`config.mk`:
```
export PLATFORM = sky130hd
export DESIGN_NAME = sp2g_front
export DESIGN_NICKNAME = d
export VERILOG_FILES = /design/src/rtl/scan_polar_to_grid_projector_macros.svh /design/src/rtl/sp2g_pkg.sv /design/src/rtl/sp2g_front.sv
export SDC_FILE = /design/constraint.sdc
export NUM_CORES = 1
export LEC_CHECK = 0
export ABC_CLOCK_PERIOD_IN_PS = 5800
export BUFFER_PORTS_ARGS = -buffer_cell sky130_fd_sc_hd__buf_2
export CAP_MARGIN = 30
export CORE_MARGIN = 3
export CORE_UTILIZATION = 56
export DETAILED_ROUTE_END_ITERATION = 10
export GPL_ROUTABILITY_DRIVEN = 1
export PLACE_DENSITY = 0.79
export REMOVE_ABC_BUFFERS = 1
export SETUP_SLACK_MARGIN = 0.05
export SYNTH_ARGS = -nofsm -noshare
export SYNTH_HDL_FRONTEND = slang
export SYNTH_SLANG_ARGS = --single-unit
export TNS_END_PERCENT = 100
```
`constraint.sdc`:
```
create_clock -name i_clk -period 5.8 [get_ports i_clk]
set_clock_uncertainty 0.1 [all_clocks]
set_input_delay 0.29 -clock i_clk [delete_from_list [all_inputs] [get_ports i_clk]]
set_output_delay 0.29 -clock i_clk [all_outputs]
set_load 0.01 [all_outputs]
```
`src/rtl/scan_polar_to_grid_projector_macros.svh`:
```
// Assertion macros shared by the scan projector RTL.
`ifndef SCAN_POLAR_TO_GRID_PROJECTOR_MACROS_SVH
`define SCAN_POLAR_TO_GRID_PROJECTOR_MACROS_SVH

// Same-cycle implication, disabled while reset is asserted.
`define SP2G_ASSERT(label, clk, rst_n, ante, cons) \
    label: assert property (@(posedge clk) disable iff (!rst_n) (ante) |-> (cons)) \
        else $error("sp2g assertion failed");

// Next-cycle implication, disabled while reset is asserted.
`define SP2G_ASSERT_NEXT(label, clk, rst_n, ante, cons) \
    label: assert property (@(posedge clk) disable iff (!rst_n) (ante) |=> (cons)) \
        else $error("sp2g assertion failed");

`endif

```
`src/rtl/sp2g_pkg.sv`:
```
// Shared types, constants and tables of the scan projector.
`default_nettype none
package sp2g_pkg;

    localparam int CORDIC_STEPS = 16;
    localparam int CW           = 34;
    localparam logic signed [CW-1:0] CORDIC_GAIN = 34'sd652032874;

    localparam int FIFO_DEPTH = 4;
    localparam int FIFO_AW    = 2;
    localparam int FIFO_CW    = 3;

    localparam logic [15:0] MAX_RANGE_RESET = 16'd10000;

    typedef enum logic [1:0] {
        CFG_ANGLE_START = 2'd0,
        CFG_ANGLE_STEP  = 2'd1,
        CFG_MAX_RANGE   = 2'd2
    } t_cfg_idx;

    typedef struct packed {
        logic [31:0] angle;
        logic [15:0] range;
        logic [15:0] maxr;
        logic        use_pt;
        logic        off_pre;
        logic        last;
    } t_item;

    typedef struct packed {
        logic [FIFO_CW-1:0] count;
    } t_fifo_stat;

    // Arctangent of 2^-i in 2^-32 turn units.
    function automatic logic signed [CW-1:0] atan_turn(input logic [3:0] idx);
        case (idx)
            4'd0:    return 34'sd536870912;
            4'd1:    return 34'sd316933406;
            4'd2:    return 34'sd167458907;
            4'd3:    return 34'sd85004756;
            4'd4:    return 34'sd42667331;
            4'd5:    return 34'sd21354465;
            4'd6:    return 34'sd10680350;
            4'd7:    return 34'sd5340245;
            4'd8:    return 34'sd2670675;
            4'd9:    return 34'sd1335343;
            4'd10:   return 34'sd667544;
            4'd11:   return 34'sd333772;
            4'd12:   return 34'sd166886;
            4'd13:   return 34'sd83443;
            4'd14:   return 34'sd41721;
            4'd15:   return 34'sd20860;
            default: return '0;
        endcase
    endfunction

endpackage
`default_nettype wire

```
`src/rtl/sp2g_front.sv`:
```
// Front end: configuration registers, sample acceptance, angle and classification.
`default_nettype none
module sp2g_front #(
    parameter int BEAM_COUNT = 4096
) (
    input  wire logic                  i_clk,
    input  wire logic                  i_rst_n,
    input  wire logic                  start,
    output logic                       busy,
    input  wire logic [15:0]           i_range_mm,
    input  wire logic                  i_range_valid,
    input  wire logic [11:0]           i_beam_index,
    input  wire logic                  i_last_beam,
    input  wire logic                  i_cfg_valid,
    output logic                       o_cfg_ready,
    input  wire logic [1:0]            i_cfg_index,
    input  wire logic [31:0]           i_cfg_data,
    input  wire sp2g_pkg::t_fifo_stat  i_fifo_stat,
    output logic                       o_push,
    output sp2g_pkg::t_item            o_item
);

    logic [31:0] r_start, r_step;
    logic [15:0] r_max;
    logic        r_vld;
    logic [15:0] r_range;
    logic        r_valid;
    logic [11:0] r_beam;
    logic        r_last;

    logic        accept;
    logic [15:0] maxr;
    logic        beam_ok;
    logic [3:0]  fill;

    assign o_cfg_ready = 1'b1;
    assign fill    = {1'b0, i_fifo_stat.count} + {3'b0, r_vld};
    assign busy    = (fill >= 4'(sp2g_pkg::FIFO_DEPTH));
    assign accept  = start && !busy;

    always_ff @(posedge i_clk) begin
        if (!i_rst_n) begin
            r_start <= '0;
            r_step  <= '0;
            r_max   <= sp2g_pkg::MAX_RANGE_RESET;
        end else if (i_cfg_valid) begin
            case (sp2g_pkg::t_cfg_idx'(i_cfg_index))
                sp2g_pkg::CFG_ANGLE_START: r_start <= i_cfg_data;
                sp2g_pkg::CFG_ANGLE_STEP:  r_step  <= i_cfg_data;
                sp2g_pkg::CFG_MAX_RANGE:   r_max   <= i_cfg_data[15:0];
                default: ;
            endcase
        end
    end

    always_ff @(posedge i_clk) begin
        if (!i_rst_n) begin
            r_vld <= 1'b0;
        end else begin
            r_vld <= accept;
        end
    end

    always_ff @(posedge i_clk) begin
        if (accept) begin
            r_range <= i_range_mm;
            r_valid <= i_range_valid;
            r_beam  <= i_beam_index;
            r_last  <= i_last_beam;
        end
    end

    assign maxr    = (r_max == 16'd0) ? 16'd1 : r_max;
    assign beam_ok = (32'(r_beam) < BEAM_COUNT);

    always_comb begin
        o_push         = r_vld;
        o_item.angle   = r_start + ({20'b0, r_beam} * r_step);
        o_item.range   = r_range;
        o_item.maxr    = maxr;
        o_item.use_pt  = r_valid && beam_ok && (r_range <= maxr);
        o_item.off_pre = r_valid && beam_ok && (r_range > maxr);
        o_item.last    = r_last;
    end

endmodule
`default_nettype wire

```
==> After elaboration in Yosys (flattened, before gate mapping) <==
Index checks and enable logic that the tools add are counted.
Widths: inputs -> output; s select.
{ "classes": {"addsub": 2, "n_mul": 1, "div_mod_pow": 0, "n_lt_le_gt_ge": 3, "eq_ne": 2, "n_shift": 0, "mux": 1, "n_bitwise": 0, "n_reduce_logical": 9} }
{ "op_table": {"columns": ["cell", "count"], "rows": [
  ["$add 32x32->32", 1],
  ["$mul 12x32->32", 1],
  ["$gt 16x16->1", 1],
  ["$le 16x16->1", 1],
  ["$logic_not 16->1", 1],
  ["$mux 16", 1],
  ["$reduce_and 2->1", 3],
  ["$add 3x1->4", 1],
  ["$ge 4x3->1 const B", 1],
  ["$logic_and 1x1->1", 3],
  ["$eq 2x1->1 const B", 1],
  ["$eq 2x2->1 const B", 1],
  ["$logic_not 2->1", 1],
  ["$logic_not 1->1", 1]
]} }
{ "totals": {"reg_bits": 111, "latchBits": 0, "mem_bits_rw": 0, "romBits": 0, "input_bits": 71, "out_inout_bits": 70, "elab_cells": 26, "memories": 0} }

==> Logic depth before layout (Yosys ltp) <==
Gate-level depths: netlist (run 1).
{ "depth": {"word_depth": 4, "mapped_depth": 22, "depth_no_buf": 20} }

==> Worst setup path after synthesis (run 1) <==
No wires, ideal clock.
{ "synth_timing": {"path_type": "register to output", "start": "reg r_beam[3]", "end": "out o_item[66] (netlist bit)", "t_arrival_ps": 5408, "t_required_ps": 5410, "setup_slack_ps": 2, "stages_incl_launch_ff": 22, "cell_sequence": "edfxtp_1 clkbuf_1 buf_1 nand2_1 fa_1 fa_1 inv_1 fa_1 fa_1 inv_1 fa_1 inv_1 ha_1 buf_2 and3_1 a221oi_1 a21oi_1 a31oi_2 o21ai_2 a221oi_2 o21ai_1 xnor2_1"} }
{ "synth_rtl": {"columns": ["element", "line", "source"], "rows": [
  ["start: declaration", "sp2g_front.sv:28", "logic [11:0] r_beam;"],
  ["start signal: assignment", "sp2g_front.sv:68", "r_beam <= i_beam_index;"],
  ["end: declaration", "sp2g_front.sv:20", "output sp2g_pkg::t_item o_item"]
]} }

==> out/summary.txt, run 1 <==
Family with the most delay on the worst path - adder cells
Synthesized area divided by synthesized cell count - 8.86 um^2
Warnings from Yosys - 0
Hold path startpoint - i_beam_index[6]
Clock tree root buffer cell - sky130_fd_sc_hd__clkbuf_16
Async set-or-reset flop fraction in the synthesized netlist - 0%
Data required time at the worst endpoint - 5.41 ns
CP arrival - 5.83 ns
Worst reg2reg path startpoint - o_push$_SDFF_PN0_
Number of distinct library cells after synthesis - 57
Maximum number of pins on one net before global-route repair - 82
Number of synthesized register bits - 111
Final Hold Violating Endpoints - 0
PwrDens - 149 nW/um^2
Total grt overflow - 0
Wire length of the first global-routing pass - 60800 um
Via count of the first global-routing pass - 12500
Min Tclk post-route - 6.22 ns
Count of unresolved DRC violations after routing - 0
Slew of the pin with the lowest slew margin - 0.854 ns
Clock network latency to the later pin of the worst-skew pair - 0.37 ns
Crit path largest cell delay - 0.55 ns
Pre-CTS worst setup slack - -0.108 ns
Reported max-cap violation count - 0
Worst path setup slack after routing - -0.420 ns
Worst-case reg-to-reg path depth - 3
Summed area of non-filler cells in the final layout - 17000 um^2
Top-level I/O count - 141
Count of final max-slew check failures - 0
Failing checks - negative setup slack
Cell area reported after detailed placement - 15900 um^2
Total Wirelength - 36700 um
Type of the worst setup path - flop to output pin
Overall Global Routing Usage - 27.0%
Post-detailed-route via-to-cell ratio - 5.34
Biggest fanout along the worst timing path - 8
Clock buffers created by TritonCTS - 9
Series of cell instances along the critical path - buf_6, and2_4, fa_1, inv_2, fa_1, inv_1, fa_1, fa_1, inv_1, fa_1, inv_2, ha_4, o211ai_1, and2_4, a311oi_4, a22o_4, a41oi_2, buf_6, o21ai_4, o41ai_2, xnor2_1, buf_2
GPL Wtd Cong - 0.938
Leakage power - 0.00806 uW
Leading cell type in the layout, fill and taps excluded - sky130_fd_sc_hd__nand2_1
Count of inserted antenna diode cells - 0
Number of synthesized flops with an enable pin - 30
Commonest cells after routing, fill and taps aside - 382 x sky130_fd_sc_hd__nand2_1, 316 x sky130_fd_sc_hd__inv_1, 266 x sky130_fd_sc_hd__fa_1
Number of nets in the layout - 2215
Detailed-routing iteration count for the pre-antenna-repair pass - 6
CP bufs+invs - 7
Tcrit/Tclk final - 107%
Area inside the core boundary - 25300 um^2
Die X-Extent - 167 um
Number of core rows - 58
Result of the run - finished, violations left
Setup violations, final - 14
Most repeated library cell on the critical path - sky130_fd_sc_hd__fa_1
Antenna violation net count after detailed routing - 0
RSZ-0062 raised after global routing - true
Initial antenna violation count - 1
Maximum clock insertion buffer count - 2
Total half-perimeter wirelength after legalization and detailed placement - 28200 um
Class of the tightest hold or removal check - input port to flop
Fraction of final layout cells sized beyond drive strength 1 - 19.1%
Number of vias after detailed routing - 11400
Syn Inst Count - 1629
Crit end category - output pin
Crit path depth - 22
Worst vdd ir - 0.163 mV
Crit path launch - r_beam[0]$_DFFE_PP_
CP max stage cell - sky130_fd_sc_hd__fa_1
Vertical extent of the die - 167 um
Wire length per cell after detailed routing - 17.1 um
Part of the Yosys area used for sequential elements - 17.5%
Most frequently used flop master after synthesis - sky130_fd_sc_hd__dfxtp_1
Sinks on Clock Net - 111
# port buffers - 139
Instance count along the most critical hold path - 1
First-iteration detailed-routing DRC count - 830
Die area - 27700 um^2
Initial Util - 57.1%
Category of the worst setup path launch point - flop
Post-synthesis to final-layout area growth - 18.1%
H-tree Lvls - 3
Relative slew margins - 43.1%
Max Freq - 0.161 GHz
CTS tree - done
Clock input transition at the sequential cells of the worst setup and hold paths - 0.09 ns
Cell area after technology mapping - 14400 um^2
-- metal layers --
layer	vias up	track usage [%]	share of wire, %
li1	5174	-	-
met1	5722	31.8	38
met2	418	49.4	52
met3	110	3.70	5.8
met4	0	11.2	4.9
met5	-	0	0
-- cell usage after synthesis, types with 4 or more instances --
library cell	instances	area share [%]
sky130_fd_sc_hd__o21ai_0	8	0.28
sky130_fd_sc_hd__a31oi_1	4	0.17
sky130_fd_sc_hd__nand2b_1	4	0.17
sky130_fd_sc_hd__and2_1	107	4.6
sky130_fd_sc_hd__clkbuf_1	94	2.4
sky130_fd_sc_hd__a21o_1	16	0.83
sky130_fd_sc_hd__and3_1	6	0.26
sky130_fd_sc_hd__a21oi_1	23	0.80
sky130_fd_sc_hd__ha_1	70	6.1
sky130_fd_sc_hd__xnor2_1	39	2.4
sky130_fd_sc_hd__nand2_1	382	9.9
sky130_fd_sc_hd__nor2_1	17	0.44
sky130_fd_sc_hd__o21bai_1	5	0.26
sky130_fd_sc_hd__xor2_1	8	0.49
sky130_fd_sc_hd__nand4_1	4	0.17
sky130_fd_sc_hd__a21boi_0	75	3.9
sky130_fd_sc_hd__inv_1	327	8.5
sky130_fd_sc_hd__dfxtp_1	81	11
sky130_fd_sc_hd__o21a_1	4	0.21
sky130_fd_sc_hd__fa_1	268	37
sky130_fd_sc_hd__edfxtp_1	30	6.2
sky130_fd_sc_hd__o211ai_1	7	0.36
-- final cells by class --
type | instances | area (um^2)
clock buffers | 10 | 239
inverters | 327 | 1230
flip-flops and latches | 111 | 2530
well taps | 330 | 413
multi-input cells | 1091 | 10700
repair buffers | 266 | 1900
clock inverters | 6 | 72.6
fillers | 1945 | 8220
-- sequential cells by signal, summed over array words and instances (netlist names) --
| register | flops |
|---|---|
| r_step | 32 |
| r_start | 32 |
| r_range | 16 |
| r_beam | 12 |
| o_push | 1 |
| r_max | 16 |
| r_last | 1 |
| r_valid | 1 |
-- per-stage QoR --
step	utilization (%)	cells	TNS, ns	power (uW)	hold slack (ns)
after floorplan	-	1529	0	1430	0.279
after global placement	63.0	2082	-0.145	1760	0.355
after detailed placement	63.0	2082	-0.542	1790	0.359
after CTS	66.6	2133	-2.65	2510	0.0000378
after global routing	67.5	2141	-7.03	2700	0.0195
final	67.5	2141	-3.26	2540	0.0236
-- what timing repair did --
item	in CTS	in global routing
hold buffers	23	3
hold endpoints to repair	23	3
cloned	0	0
gates resized for setup	53	44
pin swaps	37	41
endpoints found under the setup margin	18	20
buffers inserted	12	7
-- cells by family (layout without fill, tap and decap cells) --
family / Yosys count / count (layout) / synth area share [%]
xor+xnor: 47 / 47 / 2.85
fa+ha+maj: 338 / 338 / 43.3
other cells: 1 / 1 / 0.0260
buf+inv: 427 / 609 / 11.2
flops: 111 / 111 / 17.5
compound gates: 165 / 165 / 8.60
simple gates: 540 / 540 / 16.6
-- power by group --
part	total [uW]	switching (uW)	internal, uW
Sequential	861	35.3	825
Clock	663	343	320
Combinational	1010	556	457
Total	2540	934	1600
-- final timing paths --
| check | endpoint | slack, ns |
|---|---|---|
| worst min-delay path | r_beam[6]$_DFFE_PP_ | 0.02 |
| worst max-delay path | o_item[65] | -0.42 |
| worst min register to register | r_start[10]$_SDFFE_PN0P_ | 0.37 |
| worst max register to register | r_beam[2]$_DFFE_PP_ | 4.26 |
(Power assumes the default switching activity.)
==> run 2: changes to the inputs <==
--- a/config.mk
+++ b/config.mk
@@ -13,7 +13,6 @@
 export DETAILED_ROUTE_END_ITERATION = 10
 export GPL_ROUTABILITY_DRIVEN = 1
 export PLACE_DENSITY = 0.79
-export REMOVE_ABC_BUFFERS = 1
 export SETUP_SLACK_MARGIN = 0.05
 export SYNTH_ARGS = -nofsm -noshare
 export SYNTH_HDL_FRONTEND = slang
==> out/summary.txt, run 2 (synthesis gave the netlist of run 1 again) <==
Total grt overflow - 0 (unchanged)
Worst-case reg-to-reg path depth - 3 (unchanged)
Wire length of the first global-routing pass - 60800 um (about the same)
PwrDens - 146 nW/um^2 (was 149 nW/um^2)
Detailed-routing iteration count for the pre-antenna-repair pass - 5 (was 6)
Final Hold Violating Endpoints - 0 (unchanged)
Fill cells - 1944 (was 1945)
Gate power share - 39.7% (was 39.9%)
Crit end category - output pin (unchanged)
Portion of total power attributed to the clock network - 25.4% (was 26.1%)
Result of the run - finished, violations left (unchanged)
Vertical extent of the die - 167 um (unchanged)
# port buffers - 139 (unchanged)
Max Freq - 0.162 GHz (was 0.161 GHz)
Area of combinational cells with multiple inputs - 10500 um^2 (was 10700 um^2)
CP bufs+invs - 8 (was 7)
Post-synthesis net count - 2038
Total Wirelength - 35800 um (was 36700 um)
Area inside the core boundary - 25300 um^2 (unchanged)
H-tree Lvls - 3 (unchanged)
Min Tclk post-route - 6.18 ns (was 6.22 ns)
Setup violations, final - 16 (was 14)
Tcrit/Tclk final - 107% (about the same)
Antenna violation net count after detailed routing - 0 (unchanged)
Number of core rows - 58 (unchanged)
Final standard cell utilization of the core - 66.8% (was 67.5%)
Leakage power - 0.00806 uW (about the same)
Biggest fanout along the worst timing path - 11 (was 8)
Post-synthesis to final-layout area growth - 16.9% (was 18.1%)
Sinks on Clock Net - 111 (unchanged)
Commonest cells after routing, fill and taps aside - 382 x sky130_fd_sc_hd__nand2_1, 323 x sky130_fd_sc_hd__inv_1, 265 x sky130_fd_sc_hd__fa_1 (was 382 x sky130_fd_sc_hd__nand2_1, 316 x sky130_fd_sc_hd__inv_1, 266 x sky130_fd_sc_hd__fa_1)
First-iteration detailed-routing DRC count - 606 (was 830)
Series of cell instances along the critical path - buf_12, buf_4, and2_1, fa_1, inv_2, fa_1, inv_2, fa_1, fa_1, inv_1, fa_1, inv_1, ha_1, o211ai_1, and2_4, a311oi_4, a22o_4, a41oi_4, o21bai_2, buf_4, xor2_1, buf_2 (was buf_6, and2_4, fa_1, inv_2, fa_1, inv_1, fa_1, fa_1, inv_1, fa_1, inv_2, ha_4, o211ai_1, and2_4, a311oi_4, a22o_4, a41oi_2, buf_6, o21ai_4, o41ai_2, xnor2_1, buf_2)
Number of nets in the layout - 2208 (was 2215)
Family with the most delay on the worst path - adder cells (unchanged)
Wire length per cell after detailed routing - 16.8 um (was 17.1 um)
Crit path depth - 22 (unchanged)
Number of vias after detailed routing - 11300 (was 11400)
Clock tree root buffer cell - sky130_fd_sc_hd__clkbuf_16 (unchanged)
Reported max-cap violation count - 0 (unchanged)
Maximum clock insertion buffer count - 2 (unchanged)
CTS tree - done (unchanged)
Largest regs - r_start (32), r_step (32) (unchanged)
Post-detailed-route via-to-cell ratio - 5.30 (was 5.34)
Overall Power - 2460 uW (was 2540 uW)
Worst vdd ir - 0.136 mV (was 0.163 mV)
Category of the worst setup path launch point - flop (unchanged)
Count of inserted antenna diode cells - 0 (unchanged)
CP arrival - 5.79 ns (was 5.83 ns)
Overall Global Routing Usage - 26.8% (was 27.0%)
Count of final max-slew check failures - 0 (unchanged)
Class of the tightest hold or removal check - input port to flop (unchanged)
Initial Util - 57.1% (unchanged)
Internal power of the cells - 1570 uW (was 1600 uW)
Initial antenna violation count - 1 (unchanged)
Die X-Extent - 167 um (unchanged)
Relative slew margins - 43.5% (was 43.1%)
Instance count along the most critical hold path - 1 (unchanged)
Count of unresolved DRC violations after routing - 0 (unchanged)
Register area - 2530 um^2 (about the same)
Worst path setup slack after routing - -0.383 ns (was -0.420 ns)
GPL Wtd Cong - 0.868 (was 0.938)
Top-level I/O count - 141 (unchanged)
Most repeated library cell on the critical path - sky130_fd_sc_hd__fa_1 (unchanged)
Maximum number of pins on one net before global-route repair - 52 (was 82)
RSZ-0062 raised after global routing - true (unchanged)
Die area - 27700 um^2 (unchanged)
Crit path largest cell delay - 0.55 ns (about the same)
Fraction of final layout cells sized beyond drive strength 1 - 17.5% (was 19.1%)
Clock input transition at the sequential cells of the worst setup and hold paths - 0.07 ns (was 0.09 ns)
Clock network latency to the later pin of the worst-skew pair - 0.36 ns (was 0.37 ns)
Data required time at the worst endpoint - 5.41 ns (about the same)
Hold slack - 0.00934 ns (was 0.0236 ns)
Switching component of the power - 890 uW (was 934 uW)
Type of the worst setup path - flop to output pin (unchanged)
Leading cell type in the layout, fill and taps excluded - sky130_fd_sc_hd__nand2_1 (unchanged)
Clock buffers created by TritonCTS - 9 (unchanged)
Seq pwr share - 34.9% (was 33.9%)
Via count of the first global-routing pass - 12500 (about the same)
CP max stage cell - sky130_fd_sc_hd__fa_1 (unchanged)
Switching share of power - 36.1% (was 36.8%)
Failing checks - negative setup slack (unchanged)
Slew of the pin with the lowest slew margin - 0.847 ns (was 0.854 ns)
Total half-perimeter wirelength after legalization and detailed placement - 27900 um (was 28200 um)
[run 2: stage by stage]
step,cell area (um^2),setup WS (ns),std cells,setup TNS [ns]
final,16900,-0.383,2134,-3.13
after global routing,16900,-0.645,2134,-7.48
after CTS,16700,-0.377,2127,-3.63
after detailed placement,15900,-0.162,2078,-0.964
after global placement,15900,-0.0844,2077,-0.268
after floorplan,14400,0.0983,1629,0
[run 2: cell type report]
| class | instances | share of cell area [%] |
|---|---|---|
| flip-flops and latches | 111 | 15.0 |
| clock inverters | 6 | 0.386 |
| well taps | 330 | 2.45 |
| inverters | 327 | 7.28 |
| clock buffers | 10 | 1.36 |
| repair buffers | 259 | 11.1 |
| multi-input cells | 1091 | 62.4 |
[run 2: final timing paths]
| check | endpoint | startpoint | slack, ns |
|---|---|---|---|
| worst max-delay path | o_item[59] | r_beam[1]$_DFFE_PP_ | -0.38 |
| worst min-delay path | r_beam[3]$_DFFE_PP_ | i_beam_index[3] | 0.009 |
| worst max register to register | r_range[12]$_DFFE_PP_ | o_push$_SDFF_PN0_ | 4.18 |
| worst min register to register | r_start[9]$_SDFFE_PN0P_ | r_start[9]$_SDFFE_PN0P_ | 0.37 |
[run 2: what timing repair did]
| item | 4_1_cts | 5_1_grt |
|---|---|---|
| endpoints found under the setup margin | 19 | 21 |
| buffers inserted | 10 | 5 |
| resized for setup | 27 | 25 |
| hold buffers | 21 | 2 |
| endpoints found under the hold margin | 21 | 2 |
| pin swaps | 19 | 8 |
| cloned | 2 | 0 |
[run 2: per-layer routing]
layer  part of all wire [%]  GRT usage [%]  vias to the layer above
li1                       -              -                     5159
met1                     37           31.5                     5621
met2                     52           49.1                      407
met3                    6.4           4.04                      117
met4                    4.4           10.9                        2
met5                  0.020              0                        -
[run 2: power by group through the flow]
stage          logic (uW)  clock network [uW]  registers (uW)
2_1_floorplan         587                   0             861
3_3_place_gp          875                   0             875
3_5_place_dp          908                   0             877
4_1_cts               953                 637             859
5_1_grt              1100                 662             864
6_report              978                 625             860
