`config.mk`:
```
export PLATFORM = sky130hd
export DESIGN_NAME = sp2g_fifo
export DESIGN_NICKNAME = d
export VERILOG_FILES = /design/src/rtl/sp2g_pkg.sv /design/src/rtl/sp2g_fifo.sv
export VERILOG_INCLUDE_DIRS = /design/src /design/src/rtl
export SDC_FILE = /design/constraint.sdc
export NUM_CORES = 1
export LEC_CHECK = 0
export BUFFER_PORTS_ARGS = -buffer_cell sky130_fd_sc_hd__buf_2
export CAP_MARGIN = 20
export CORE_MARGIN = 4
export CORE_UTILIZATION = 35
export CTS_CLUSTER_DIAMETER = 40
export DETAILED_ROUTE_END_ITERATION = 12
export HOLD_SLACK_MARGIN = 0.1
export SETUP_SLACK_MARGIN = 0.15
export SLEW_MARGIN = 20
export SYNTH_ARGS = -nofsm -noshare
export SYNTH_HDL_FRONTEND = slang
export SYNTH_SLANG_ARGS = --single-unit
```
`constraint.sdc`:
```
create_clock -name i_clk -period 7.6 [get_ports i_clk]
set_clock_uncertainty 0.05 [all_clocks]
set_input_delay 1.52 -clock i_clk [delete_from_list [all_inputs] [get_ports i_clk]]
set_output_delay 1.52 -clock i_clk [all_outputs]
set_load 0.02 [all_outputs]
```
`src/rtl/scan_polar_to_grid_projector_macros.svh`:
```
// Assertion macros shared by the scan projector RTL.
`ifndef SCAN_POLAR_TO_GRID_PROJECTOR_MACROS_SVH
`define SCAN_POLAR_TO_GRID_PROJECTOR_MACROS_SVH

// Same-cycle implication, disabled while reset is asserted.
`define SP2G_ASSERT(label, clk, rst_n, ante, cons) \
    label: assert property (@(posedge clk) disable iff (!rst_n) (ante) |-> (cons)) \
        else $error("sp2g assertion failed");

// Next-cycle implication, disabled while reset is asserted.
`define SP2G_ASSERT_NEXT(label, clk, rst_n, ante, cons) \
    label: assert property (@(posedge clk) disable iff (!rst_n) (ante) |=> (cons)) \
        else $error("sp2g assertion failed");

`endif

```
`src/rtl/sp2g_pkg.sv`:
```
// Shared types, constants and tables of the scan projector.
`default_nettype none
package sp2g_pkg;

    localparam int CORDIC_STEPS = 16;
    localparam int CW           = 34;
    localparam logic signed [CW-1:0] CORDIC_GAIN = 34'sd652032874;

    localparam int FIFO_DEPTH = 4;
    localparam int FIFO_AW    = 2;
    localparam int FIFO_CW    = 3;

    localparam logic [15:0] MAX_RANGE_RESET = 16'd10000;

    typedef enum logic [1:0] {
        CFG_ANGLE_START = 2'd0,
        CFG_ANGLE_STEP  = 2'd1,
        CFG_MAX_RANGE   = 2'd2
    } t_cfg_idx;

    typedef struct packed {
        logic [31:0] angle;
        logic [15:0] range;
        logic [15:0] maxr;
        logic        use_pt;
        logic        off_pre;
        logic        last;
    } t_item;

    typedef struct packed {
        logic [FIFO_CW-1:0] count;
    } t_fifo_stat;

    // Arctangent of 2^-i in 2^-32 turn units.
    function automatic logic signed [CW-1:0] atan_turn(input logic [3:0] idx);
        case (idx)
            4'd0:    return 34'sd536870912;
            4'd1:    return 34'sd316933406;
            4'd2:    return 34'sd167458907;
            4'd3:    return 34'sd85004756;
            4'd4:    return 34'sd42667331;
            4'd5:    return 34'sd21354465;
            4'd6:    return 34'sd10680350;
            4'd7:    return 34'sd5340245;
            4'd8:    return 34'sd2670675;
            4'd9:    return 34'sd1335343;
            4'd10:   return 34'sd667544;
            4'd11:   return 34'sd333772;
            4'd12:   return 34'sd166886;
            4'd13:   return 34'sd83443;
            4'd14:   return 34'sd41721;
            4'd15:   return 34'sd20860;
            default: return '0;
        endcase
    endfunction

endpackage
`default_nettype wire

```
`src/rtl/sp2g_fifo.sv`:
```
// Short queue between the front end and the projection pipeline.
`default_nettype none
`include "scan_polar_to_grid_projector_macros.svh"
module sp2g_fifo (
    input  wire logic                  i_clk,
    input  wire logic                  i_rst_n,
    input  wire logic                  i_push,
    input  wire sp2g_pkg::t_item       i_item,
    input  wire logic                  i_pop,
    output logic                       o_valid,
    output sp2g_pkg::t_item            o_item,
    output sp2g_pkg::t_fifo_stat       o_stat
);

    sp2g_pkg::t_item                   r_mem [sp2g_pkg::FIFO_DEPTH];
    logic [sp2g_pkg::FIFO_AW-1:0]      r_wr, r_rd;
    logic [sp2g_pkg::FIFO_CW-1:0]      r_count;

    always_ff @(posedge i_clk) begin
        if (!i_rst_n) begin
            r_wr    <= '0;
            r_rd    <= '0;
            r_count <= '0;
        end else begin
            if (i_push) r_wr <= r_wr + 1'b1;
            if (i_pop)  r_rd <= r_rd + 1'b1;
            r_count <= r_count + {2'b0, i_push} - {2'b0, i_pop};
        end
    end

    always_ff @(posedge i_clk) begin
        if (i_push) r_mem[r_wr] <= i_item;
    end

    assign o_valid      = (r_count != '0);
    assign o_item       = r_mem[r_rd];
    assign o_stat.count = r_count;

    `SP2G_ASSERT(a_no_overflow, i_clk, i_rst_n, i_push, (r_count != 3'(sp2g_pkg::FIFO_DEPTH)) || i_pop)
    `SP2G_ASSERT(a_no_underflow, i_clk, i_rst_n, i_pop, r_count != '0)
    `SP2G_ASSERT_NEXT(a_count_up, i_clk, i_rst_n, i_push && !i_pop, r_count == $past(r_count) + 3'd1)

endmodule
`default_nettype wire

```
### Word level (Yosys, flattened, before mapping)

Memory sizes are Yosys's and may differ from the RTL's. A register that Yosys moved wholly into a read port is not among the register bits.
Index checks and enable logic that the tools add are counted.

| cells by class | value |
|---|---|
| bitwise operators | 0 |
| multipliers | 0 |
| mux-type cells | 4 |
| reductions and logical operators | 1 |
| shift-type cells | 0 |
| $add $sub $neg | 4 |
| eq/ne operators | 0 |
| divide/modulo/power cells | 0 |
| magnitude comparators | 0 |

Operators by type and width:

| operator | number |
|---|---|
| adder 2 x 1 -> 2 bit (second input constant) | 2 |
| two-way mux 2 bit | 2 |
| adder 3 x 1 -> 3 bit | 1 |
| nonzero test 3 bit | 1 |
| subtractor 3 x 1 -> 3 bit | 1 |
| two-way mux 1 bit | 2 |

| word-level totals | value |
|---|---|
| register bits after elaboration | 7 |
| memory bits (writable) | 268 |
| memories | 1 |
| bits in read-only memories | 0 |
| bits of input ports | 71 |
| latch bits | 0 |
| output and inout bits | 71 |

Memory list:

| memory | words | bits a word | rd ports | clocked after memory_dff | wr ports | line | text |
|---|---|---|---|---|---|---|---|
| r_mem | 4 | 67 | 1 | 1 | 1 | sp2g_fifo.sv:15 | `sp2g_pkg::t_item r_mem [sp2g_pkg::FIFO_DEPTH];` |

### Logic depth before layout (Yosys ltp)

Gate-level depths: netlist of run 1.

| logic depth | value |
|---|---|
| depth after elaboration | 3 |
| mapped depth | 7 |
| mapped depth without buffers | 7 |

### Worst setup path before layout of run 1

Ideal clock, no wire load.

| timing path | value |
|---|---|
| path kind | input to register |
| start | in i_push |
| end | mem r_mem[0][0] (netlist bit) (enable) |
| arrival time | 3.093 ns |
| buffers on the path | 0 |
| slack | 4.025 ns |
| cell stages on the path | 1 |
| path through | and2_1 |

| on the way | value |
|---|---|
| cells in the longest elaborated chain, start to end | 2 |

RTL lines:

| element | line | text |
|---|---|---|
| from (decl) | sp2g_fifo.sv:7 | `input wire logic i_push,` |
| two-way mux 1 bit | sp2g_fifo.sv:32 | `if (i_push) r_mem[r_wr] <= i_item;` |
| two-way mux 1 bit (not written as such) | sp2g_fifo.sv:32 |  |
| to (decl) | sp2g_fifo.sv:15 |  |

Every way passes these cells.

==> flow_summary.html, run 1 <==
<table>
<tr><th>Metric</th><th>Value</th></tr>
<tr><th colspan="2">Run status</th></tr>
<tr><td>Status</td><td>finished, final reports clean</td></tr>
<tr><th colspan="2">Global route</th></tr>
<tr><td>Largest net degree at the start of global routing</td><td>68</td></tr>
<tr><td>Overall global routing resource usage</td><td>11.9%</td></tr>
<tr><td>Wire length of the first global-routing pass</td><td>28.9 mm</td></tr>
<tr><td>Vias in the first global route</td><td>5,080</td></tr>
<tr><td>Leftover overflow at the end of global routing</td><td>0</td></tr>
<tr><td>Number of antenna violations at the first check in global routing</td><td>2</td></tr>
<tr><th colspan="2">Power and ir drop</th></tr>
<tr><td>Sw power</td><td>0.000852 W</td></tr>
<tr><td>Total power after layout</td><td>0.00389 W</td></tr>
<tr><td>Internal power consumption</td><td>0.00304 W</td></tr>
<tr><td>Reg power frac</td><td>46.2%</td></tr>
<tr><td>Combinational share of power</td><td>9.0%</td></tr>
<tr><td>Pwr per Cell Area</td><td>311 mW/mm^2</td></tr>
<tr><td>Worst VDD drop</td><td>0.168 mV</td></tr>
<tr><td>Leakage power of the design</td><td>4.23 nW</td></tr>
<tr><td>Part of the total power dissipated in the clock network</td><td>44.8%</td></tr>
<tr><td>Fraction of power spent switching nets</td><td>21.9%</td></tr>
<tr><th colspan="2">Timing</th></tr>
<tr><td>Headroom to the max-slew limit</td><td>29.8%</td></tr>
<tr><td>Transition at the pin with the smallest max-transition slack</td><td>1.05 ns</td></tr>
<tr><td>Minimum clock period</td><td>4.36 ns</td></tr>
<tr><td>Maximum clock frequency</td><td>0.229 GHz</td></tr>
<tr><td>Final Cycle Share</td><td>57.4%</td></tr>
<tr><td>Final Slew Violations</td><td>0</td></tr>
<tr><td>Unrepaired setup endpoints after global routing</td><td>false</td></tr>
<tr><td>Final-layout setup total negative slack</td><td>0 ns</td></tr>
<tr><td>Endpoints failing hold</td><td>0</td></tr>
<tr><td># setup viols final</td><td>0</td></tr>
<tr><th colspan="2">Worst setup path</th></tr>
<tr><td>Critical Path Sink Type</td><td>output port</td></tr>
<tr><td>Largest fanout on the critical path</td><td>36</td></tr>
<tr><td>Cells along the critical path</td><td>buf_4, mux4_2, buf_2</td></tr>
<tr><td>Number of buffer and inverter stages on the critical path</td><td>2</td></tr>
<tr><td>Critical R2R Launch</td><td>r_wr[0]$_SDFFE_PN0P_</td></tr>
<tr><td>Length in cells of the worst reg-to-reg path</td><td>3</td></tr>
<tr><td>Setup slack of the most critical reg-to-reg path</td><td>5.67 ns</td></tr>
<tr><td>CP startpoint kind</td><td>register</td></tr>
<tr><td>Largest stage delay on the critical path</td><td>0.78 ns</td></tr>
<tr><td>Slowest library cell on the worst path</td><td>sky130_fd_sc_hd__dfxtp_4</td></tr>
<tr><td>Worst setup path category</td><td>reg -&gt; out</td></tr>
<tr><td>Required time at the endpoint of the critical path</td><td>6.03 ns</td></tr>
<tr><td>End of the worst register-to-register path</td><td>r_mem[0][41]$_DFFE_PP_</td></tr>
<tr><td>Crit-path leading delay family</td><td>buffers and inverters</td></tr>
<tr><td>Critical path arrival</td><td>2.79 ns</td></tr>
<tr><th colspan="2">CTS</th></tr>
<tr><td>H-tree depth</td><td>2</td></tr>
<tr><td>Number of gates given a new drive strength after cts</td><td>0</td></tr>
<tr><td>Inserted Clock Buffers</td><td>35</td></tr>
<tr><td># hold bufs at CTS</td><td>0</td></tr>
<tr><td>Insertion delay of the later-clocked pin in the worst-skew pair</td><td>0.49 ns</td></tr>
<tr><td>Maximum buffer depth of the clock tree</td><td>3</td></tr>
<tr><td>Clock root buffer master</td><td>sky130_fd_sc_hd__clkbuf_16</td></tr>
<tr><td>CTS clk-pin slew, worst paths</td><td>0.06 ns</td></tr>
<tr><td>CTS sink count</td><td>277</td></tr>
<tr><td>TritonCTS clock tree</td><td>done</td></tr>
<tr><td>Postcts setup bufs</td><td>0</td></tr>
<tr><th colspan="2">Layout</th></tr>
<tr><td>Ant diodes</td><td>0</td></tr>
<tr><td>Most frequent cells in the layout</td><td>sky130_fd_sc_hd__edfxtp_1, sky130_fd_sc_hd__buf_2, sky130_fd_sc_hd__mux4_2, sky130_fd_sc_hd__clkbuf_16</td></tr>
<tr><td>Syn-to-layout area delta</td><td>23.5%</td></tr>
<tr><td>Post-route insts no fill</td><td>967</td></tr>
<tr><td>Leading cell type in the layout, fill and taps excluded</td><td>sky130_fd_sc_hd__edfxtp_1</td></tr>
<tr><td>Fraction of layout instances using a drive strength above 1</td><td>47.2%</td></tr>
<tr><td>Count of nets after finishing</td><td>637</td></tr>
<tr><th colspan="2">Routing</th></tr>
<tr><td>Number of iterations in the first detailed-routing pass</td><td>6</td></tr>
<tr><td>Drc violations</td><td>0</td></tr>
<tr><td>Post-detailed-route wirelength per cell</td><td>19.5 um</td></tr>
<tr><td>Count of antenna-violating nets left after detailed routing</td><td>0</td></tr>
<tr><td>Starting DRT DRC Count</td><td>282</td></tr>
<tr><td>Average via count per standard cell</td><td>4.75</td></tr>
<tr><td>Sum of routed wire length over all layers</td><td>18.8 mm</td></tr>
<tr><td>Total number of vias</td><td>4,593</td></tr>
<tr><th colspan="2">Die</th></tr>
<tr><td>Floorplan row count</td><td>62</td></tr>
<tr><td>Starting density of the core</td><td>35.4%</td></tr>
<tr><td>Number of top-level pins</td><td>142</td></tr>
<tr><td>Die width</td><td>178 um</td></tr>
<tr><td>Core area</td><td>0.0286 sq mm</td></tr>
<tr><td>Total Die Area</td><td>0.0318 sq mm</td></tr>
<tr><td>Chip height</td><td>178 um</td></tr>
<tr><th colspan="2">Min path</th></tr>
<tr><td>Path category of the worst min-delay check</td><td>reg -&gt; reg</td></tr>
<tr><td>Worst Min Path Start</td><td>r_rd[1]$_SDFFE_PN0P_</td></tr>
<tr><td>Hold Path Cell Cnt</td><td>2</td></tr>
<tr><th colspan="2">Yosys</th></tr>
<tr><td>Synthesis Warnings</td><td>0</td></tr>
<tr><td>Sequential element share of the synthesized area</td><td>81.1%</td></tr>
<tr><td>Synthesized flop and latch total</td><td>277</td></tr>
<tr><td>Synthesized cell area</td><td>0.0101 sq mm</td></tr>
<tr><td>Post-Syn Area per Cell</td><td>25.9 sq um</td></tr>
<tr><td>Syn Nets</td><td>470</td></tr>
<tr><td>Post-synth cell types</td><td>20</td></tr>
<tr><td>Cell count after synthesis</td><td>392</td></tr>
<tr><th colspan="2">Placed design</th></tr>
<tr><td>Placer congestion estimate</td><td>0.667</td></tr>
<tr><td>Number of I/O port buffers</td><td>141</td></tr>
<tr><td>HPWL Detailed</td><td>10.7 mm</td></tr>
<tr><td>Post-placement cell count</td><td>903</td></tr>
<tr><th colspan="2">Job</th></tr>
<tr><td>Max-Cap Viols</td><td>0</td></tr>
</table>
-- per-layer routing --
metal / GRT usage (%) / vias up / wire length, um
li1: - / 2008 / -
met1: 14.4 / 2397 / 7630
met2: 20.7 / 138 / 9490
met3: 3.43 / 46 / 1190
met4: 3.97 / 4 / 478
met5: 0 / - / 34
-- tightest hold or removal path, cell delays in order (launching register included) --
cell	delay (ns)
sky130_fd_sc_hd__dfxtp_1	0.31
sky130_fd_sc_hd__nand3b_1	0.10
sky130_fd_sc_hd__a21oi_1	0.09
-- cell type report --
cell class	count	area, sq um
fillers	2455	16100
flip-flops and latches	277	8240
multi-input cells	93	1750
clock buffers	41	941
repair buffers	145	781
well taps	384	480
clock inverters	20	305
inverters	7	26.3
-- metrics by stage --
step                      util [%]  setup WS (ns)  instance area [sq um]  hold WS, ns
after CTS                     43.5           3.07                  12500        0.492
after floorplan                  -           4.02                  10100        0.449
after global routing          43.7           2.93                  12500        0.539
after global placement        39.1           3.61                  11200        0.456
final                         43.7           3.24                  12500        0.504
after detailed placement      39.1           3.60                  11200        0.478
-- flip-flops by register name (all words and copies together) (netlist names), named ones only --
register  cells
r_mem       268
o_stat        3
r_rd          2
r_wr          2
-- worst max-delay path by stage --
stage / end / slack (ns) / depth (start not counted)
finish: o_item[41] / 3.24 / 3
detailed placement: o_item[41] / 3.60 / 3
CTS: o_item[41] / 3.07 / 3
global route: o_item[41] / 2.93 / 3
floorplan: r_mem[0][0]$_DFFE_PP_ / 4.02 / 1
global placement: o_item[41] / 3.61 / 3
-- cells by family (layout without fill, tap and decap cells) --
group           count (synthesis)  count (layout)  synth area share [%]
compound gates                  2               2                 0.148
xor+xnor                        3               3                 0.407
fa+ha+maj                       7               7                 0.938
buf+inv                        22             213                  1.69
flops                         277             277                  81.1
mux                            68              68                  15.0
simple gates                   13              13                 0.691
-- Yosys cell counts --
master / count / share of area, %
sky130_fd_sc_hd__buf_6: 1 / 0.11
sky130_fd_sc_hd__inv_1: 7 / 0.26
sky130_fd_sc_hd__ha_1: 6 / 0.74
sky130_fd_sc_hd__dfxtp_1: 9 / 1.8
sky130_fd_sc_hd__a21oi_1: 1 / 0.049
sky130_fd_sc_hd__or3_1: 1 / 0.062
sky130_fd_sc_hd__xor3_1: 1 / 0.23
sky130_fd_sc_hd__a21bo_2: 1 / 0.099
sky130_fd_sc_hd__mux2i_1: 1 / 0.099
sky130_fd_sc_hd__nor2_1: 5 / 0.19
sky130_fd_sc_hd__fa_1: 1 / 0.20
sky130_fd_sc_hd__buf_1: 3 / 0.11
sky130_fd_sc_hd__and2_1: 6 / 0.37
sky130_fd_sc_hd__nand3b_1: 1 / 0.074
sky130_fd_sc_hd__xnor2_1: 2 / 0.17
sky130_fd_sc_hd__buf_4: 3 / 0.22
sky130_fd_sc_hd__buf_2: 4 / 0.20
sky130_fd_sc_hd__buf_12: 4 / 0.79
sky130_fd_sc_hd__edfxtp_1: 268 / 79
sky130_fd_sc_hd__mux4_2: 67 / 15
-- power groups by stage --
stage / registers (W) / logic (W) / clock network, W
global placement: 0.00183 / 0.000348 / 0
detailed placement: 0.00183 / 0.000356 / 0
floorplan: 0.00181 / 0.000248 / 0
finish: 0.00180 / 0.000351 / 0.00174
global route: 0.00181 / 0.000378 / 0.00186
CTS: 0.00180 / 0.000357 / 0.00178
(Power assumes the default switching activity.)
==> run 2: changes to the inputs <==
Settings changed: ABC_AREA from default to 1.
Clock period 7.6 ns to 3.6 ns, I/O delays scaled along.
==> flow_summary.html, run 2 <==
<table>
<tr><th>Metric</th><th>Value</th></tr>
<tr><th colspan="2">Layout</th></tr>
<tr><td>Post-route insts no fill</td><td>1,411</td></tr>
<tr><td>Register ranked first by flip-flop count</td><td>r_mem</td></tr>
<tr><td>Count of nets after finishing</td><td>1,063</td></tr>
<tr><td>Max FFs per register</td><td>268</td></tr>
<tr><td>Fraction of layout instances using a drive strength above 1</td><td>22.8%</td></tr>
<tr><td>Leading cell type in the layout, fill and taps excluded</td><td>sky130_fd_sc_hd__edfxtp_1</td></tr>
<tr><td>Ant diodes</td><td>0</td></tr>
<tr><td>Syn-to-layout area delta</td><td>20.2%</td></tr>
<tr><td>Most frequent cells in the layout</td><td>sky130_fd_sc_hd__edfxtp_1, sky130_fd_sc_hd__inv_1, sky130_fd_sc_hd__nand2_1, sky130_fd_sc_hd__buf_2, sky130_fd_sc_hd__a21oi_1</td></tr>
<tr><th colspan="2">Yosys</th></tr>
<tr><td>Area share of the largest cell type after synthesis</td><td>72.7%</td></tr>
<tr><td>Ys flop type</td><td>sky130_fd_sc_hd__edfxtp_1</td></tr>
<tr><td>Fraction of registers with async set/reset</td><td>0%</td></tr>
<tr><td>Synthesis Warnings</td><td>0</td></tr>
<tr><td>Post-synth top cells</td><td>sky130_fd_sc_hd__edfxtp_1, sky130_fd_sc_hd__inv_1, sky130_fd_sc_hd__nand2_1, sky130_fd_sc_hd__a21oi_1, sky130_fd_sc_hd__o211ai_1</td></tr>
<tr><td>Cell count after synthesis</td><td>836</td></tr>
<tr><td>Yosys top cell by area</td><td>sky130_fd_sc_hd__edfxtp_1</td></tr>
<tr><td>Most repeated cell in the gate-level netlist after synthesis</td><td>sky130_fd_sc_hd__edfxtp_1</td></tr>
<tr><td>Post-synth cell types</td><td>19</td></tr>
<tr><td>Synthesized cell area</td><td>0.0111 sq mm</td></tr>
<tr><td>Post-Syn Area per Cell</td><td>13.2 sq um</td></tr>
<tr><td>Leading cell types by total area after synthesis</td><td>sky130_fd_sc_hd__edfxtp_1, sky130_fd_sc_hd__inv_1, sky130_fd_sc_hd__nand2_1</td></tr>
<tr><td>Number of synthesized flops with an enable pin</td><td>268</td></tr>
<tr><td>Sequential element share of the synthesized area</td><td>74.3%</td></tr>
<tr><td>Synthesized flop and latch total</td><td>277</td></tr>
<tr><td>Syn Nets</td><td>914</td></tr>
<tr><th colspan="2">Global route</th></tr>
<tr><td>Largest net degree at the start of global routing</td><td>167</td></tr>
<tr><td>Vias in the first global route</td><td>6,516</td></tr>
<tr><td>Leftover overflow at the end of global routing</td><td>0</td></tr>
<tr><td>Number of antenna violations at the first check in global routing</td><td>3</td></tr>
<tr><td>Overall global routing resource usage</td><td>12.8%</td></tr>
<tr><td>Wire length of the first global-routing pass</td><td>35.0 mm</td></tr>
<tr><th colspan="2">Min path</th></tr>
<tr><td>Path category of the worst min-delay check</td><td>in -&gt; reg</td></tr>
<tr><th colspan="2">Power and ir drop</th></tr>
<tr><td>Worst VDD drop</td><td>0.396 mV</td></tr>
<tr><td>Leakage power of the design</td><td>5.20 nW</td></tr>
<tr><td>Pwr per Cell Area</td><td>605 mW/mm^2</td></tr>
<tr><th colspan="2">Timing</th></tr>
<tr><td>Unrepaired setup endpoints after global routing</td><td>false</td></tr>
<tr><td>Final-layout setup total negative slack</td><td>0 ns</td></tr>
<tr><td>Final Slew Violations</td><td>0</td></tr>
<tr><td># setup viols final</td><td>0</td></tr>
<tr><td>Final Cycle Share</td><td>80.1%</td></tr>
<tr><td>Transition at the pin with the smallest max-transition slack</td><td>0.703 ns</td></tr>
<tr><td>Endpoints failing hold</td><td>0</td></tr>
<tr><td>Worst hold slack after final layout</td><td>0.367 ns</td></tr>
<tr><td>Maximum clock frequency</td><td>0.347 GHz</td></tr>
<tr><td>Minimum clock period</td><td>2.88 ns</td></tr>
<tr><td>Headroom to the max-slew limit</td><td>53.1%</td></tr>
<tr><th colspan="2">CTS</th></tr>
<tr><td>CTS sink count</td><td>277</td></tr>
<tr><td>Number of gates given a new drive strength after cts</td><td>0</td></tr>
<tr><td>Postcts setup bufs</td><td>0</td></tr>
<tr><td>Maximum buffer depth of the clock tree</td><td>3</td></tr>
<tr><td>Clock root buffer master</td><td>sky130_fd_sc_hd__clkbuf_16</td></tr>
<tr><td>CTS clk-pin slew, worst paths</td><td>0.05 ns</td></tr>
<tr><td>H-tree depth</td><td>2</td></tr>
<tr><td>TritonCTS clock tree</td><td>done</td></tr>
<tr><td>Inserted Clock Buffers</td><td>39</td></tr>
<tr><td>Insertion delay of the later-clocked pin in the worst-skew pair</td><td>0.51 ns</td></tr>
<tr><td># hold bufs at CTS</td><td>0</td></tr>
<tr><th colspan="2">Routing</th></tr>
<tr><td>Drc violations</td><td>0</td></tr>
<tr><td>Sum of routed wire length over all layers</td><td>22.4 mm</td></tr>
<tr><td>Starting DRT DRC Count</td><td>341</td></tr>
<tr><td>Average via count per standard cell</td><td>4.60</td></tr>
<tr><td>Post-detailed-route wirelength per cell</td><td>15.9 um</td></tr>
<tr><td>Number of iterations in the first detailed-routing pass</td><td>4</td></tr>
<tr><td>Total number of vias</td><td>6,494</td></tr>
<tr><td>Count of antenna-violating nets left after detailed routing</td><td>0</td></tr>
<tr><th colspan="2">Placed design</th></tr>
<tr><td>HPWL Detailed</td><td>13.8 mm</td></tr>
<tr><td>Number of I/O port buffers</td><td>141</td></tr>
<tr><td>Placer congestion estimate</td><td>0.709</td></tr>
<tr><td>Post-placement cell count</td><td>1,340</td></tr>
<tr><th colspan="2">Worst setup path</th></tr>
<tr><td>Critical Path Sink Type</td><td>output port</td></tr>
<tr><td>Number of buffer and inverter stages on the critical path</td><td>2</td></tr>
<tr><td>Largest stage delay on the critical path</td><td>0.76 ns</td></tr>
<tr><td>Worst setup path category</td><td>reg -&gt; out</td></tr>
<tr><td>Required time at the endpoint of the critical path</td><td>2.83 ns</td></tr>
<tr><td>CP startpoint kind</td><td>register</td></tr>
<tr><td>Critical path arrival</td><td>2.11 ns</td></tr>
<tr><td>Cells along the critical path</td><td>buf_4, a21oi_1, o21ai_0, nand2_1, buf_2</td></tr>
<tr><td>Largest fanout on the critical path</td><td>52</td></tr>
<tr><td>Slowest library cell on the worst path</td><td>sky130_fd_sc_hd__dfxtp_4</td></tr>
<tr><td>Crit-path leading delay family</td><td>flip-flops</td></tr>
<tr><th colspan="2">Die</th></tr>
<tr><td>Total Die Area</td><td>0.0345 sq mm</td></tr>
<tr><td>Core area</td><td>0.0309 sq mm</td></tr>
<tr><td>Starting density of the core</td><td>35.8%</td></tr>
<tr><td>Die width</td><td>186 um</td></tr>
<tr><td>Number of top-level pins</td><td>142</td></tr>
<tr><td>Floorplan row count</td><td>64</td></tr>
<tr><td>Chip height</td><td>186 um</td></tr>
<tr><th colspan="2">Run status</th></tr>
<tr><td>Status</td><td>finished, final reports clean</td></tr>
<tr><th colspan="2">Job</th></tr>
<tr><td>Max-Cap Viols</td><td>0</td></tr>
</table>
## run 2: final timing paths
| path | start | slack [ns] | end | cells past startpoint |
|---|---|---|---|---|
| max | register | 0.72 | o_item[20] | 5 |
| min | i_item[25] | 0.37 | r_mem[1][25]$_DFFE_PP_ | 1 |
| max reg2reg | r_wr[1]$_SDFFE_PN0P_ | 1.52 | r_mem[1][11]$_DFFE_PP_ | 5 |
| min reg2reg | r_rd[1]$_SDFFE_PN0P_ | 0.40 | register | 2 |
## run 2: area by class of cell
class	instances	area, sq um
multi-input cells	365	1920
well taps	396	495
flip-flops and latches	277	8240
repair buffers	153	846
clock buffers	43	991
fillers	2847	17600
clock inverters	28	251
inverters	149	564
## run 2: metrics by stage
step                power [W]  cell area, sq um  util [%]  worst slack (ns)
detailed placement    0.00459             12100      39.0              1.23
global route          0.00839             13300      43.0             0.541
global placement      0.00458             12100      39.0              1.23
finish                0.00805             13300      43.0             0.715
CTS                   0.00816             13300      43.0             0.678
floorplan             0.00431             11100         -              1.07
## run 2: cells by family after synthesis
family,count (synthesis),synth area share (%)
buf+inv,194,8.28
fa+ha+maj,7,0.859
simple gates,147,5.01
compound gates,211,11.5
flops,277,74.3
## run 2: layer usage
metal / GRT usage [%] / wire length [um] / vias up
met5: 0 / 46 / -
met4: 3.88 / 439 / 6
met3: 3.07 / 1250 / 41
met2: 21.7 / 10800 / 139
met1: 16.5 / 9870 / 3092
li1: - / - / 3216
## run 2: worst reg2reg max path, stage by stage, from the launching register on
cell	delay (ns)
sky130_fd_sc_hd__dfxtp_1	0.35
sky130_fd_sc_hd__inv_1	0.09
sky130_fd_sc_hd__ha_1	0.18
sky130_fd_sc_hd__nand2_1	0.08
sky130_fd_sc_hd__clkinv_2	0.54
sky130_fd_sc_hd__buf_4	0.50
## run 2: power by group
part	switching, W	total, W	internal (W)	leakage [nW]
registers	0.0000479	0.00374	0.00369	2.54
logic	0.000538	0.000771	0.000233	2.06
clock network	0.00143	0.00354	0.00211	0.603
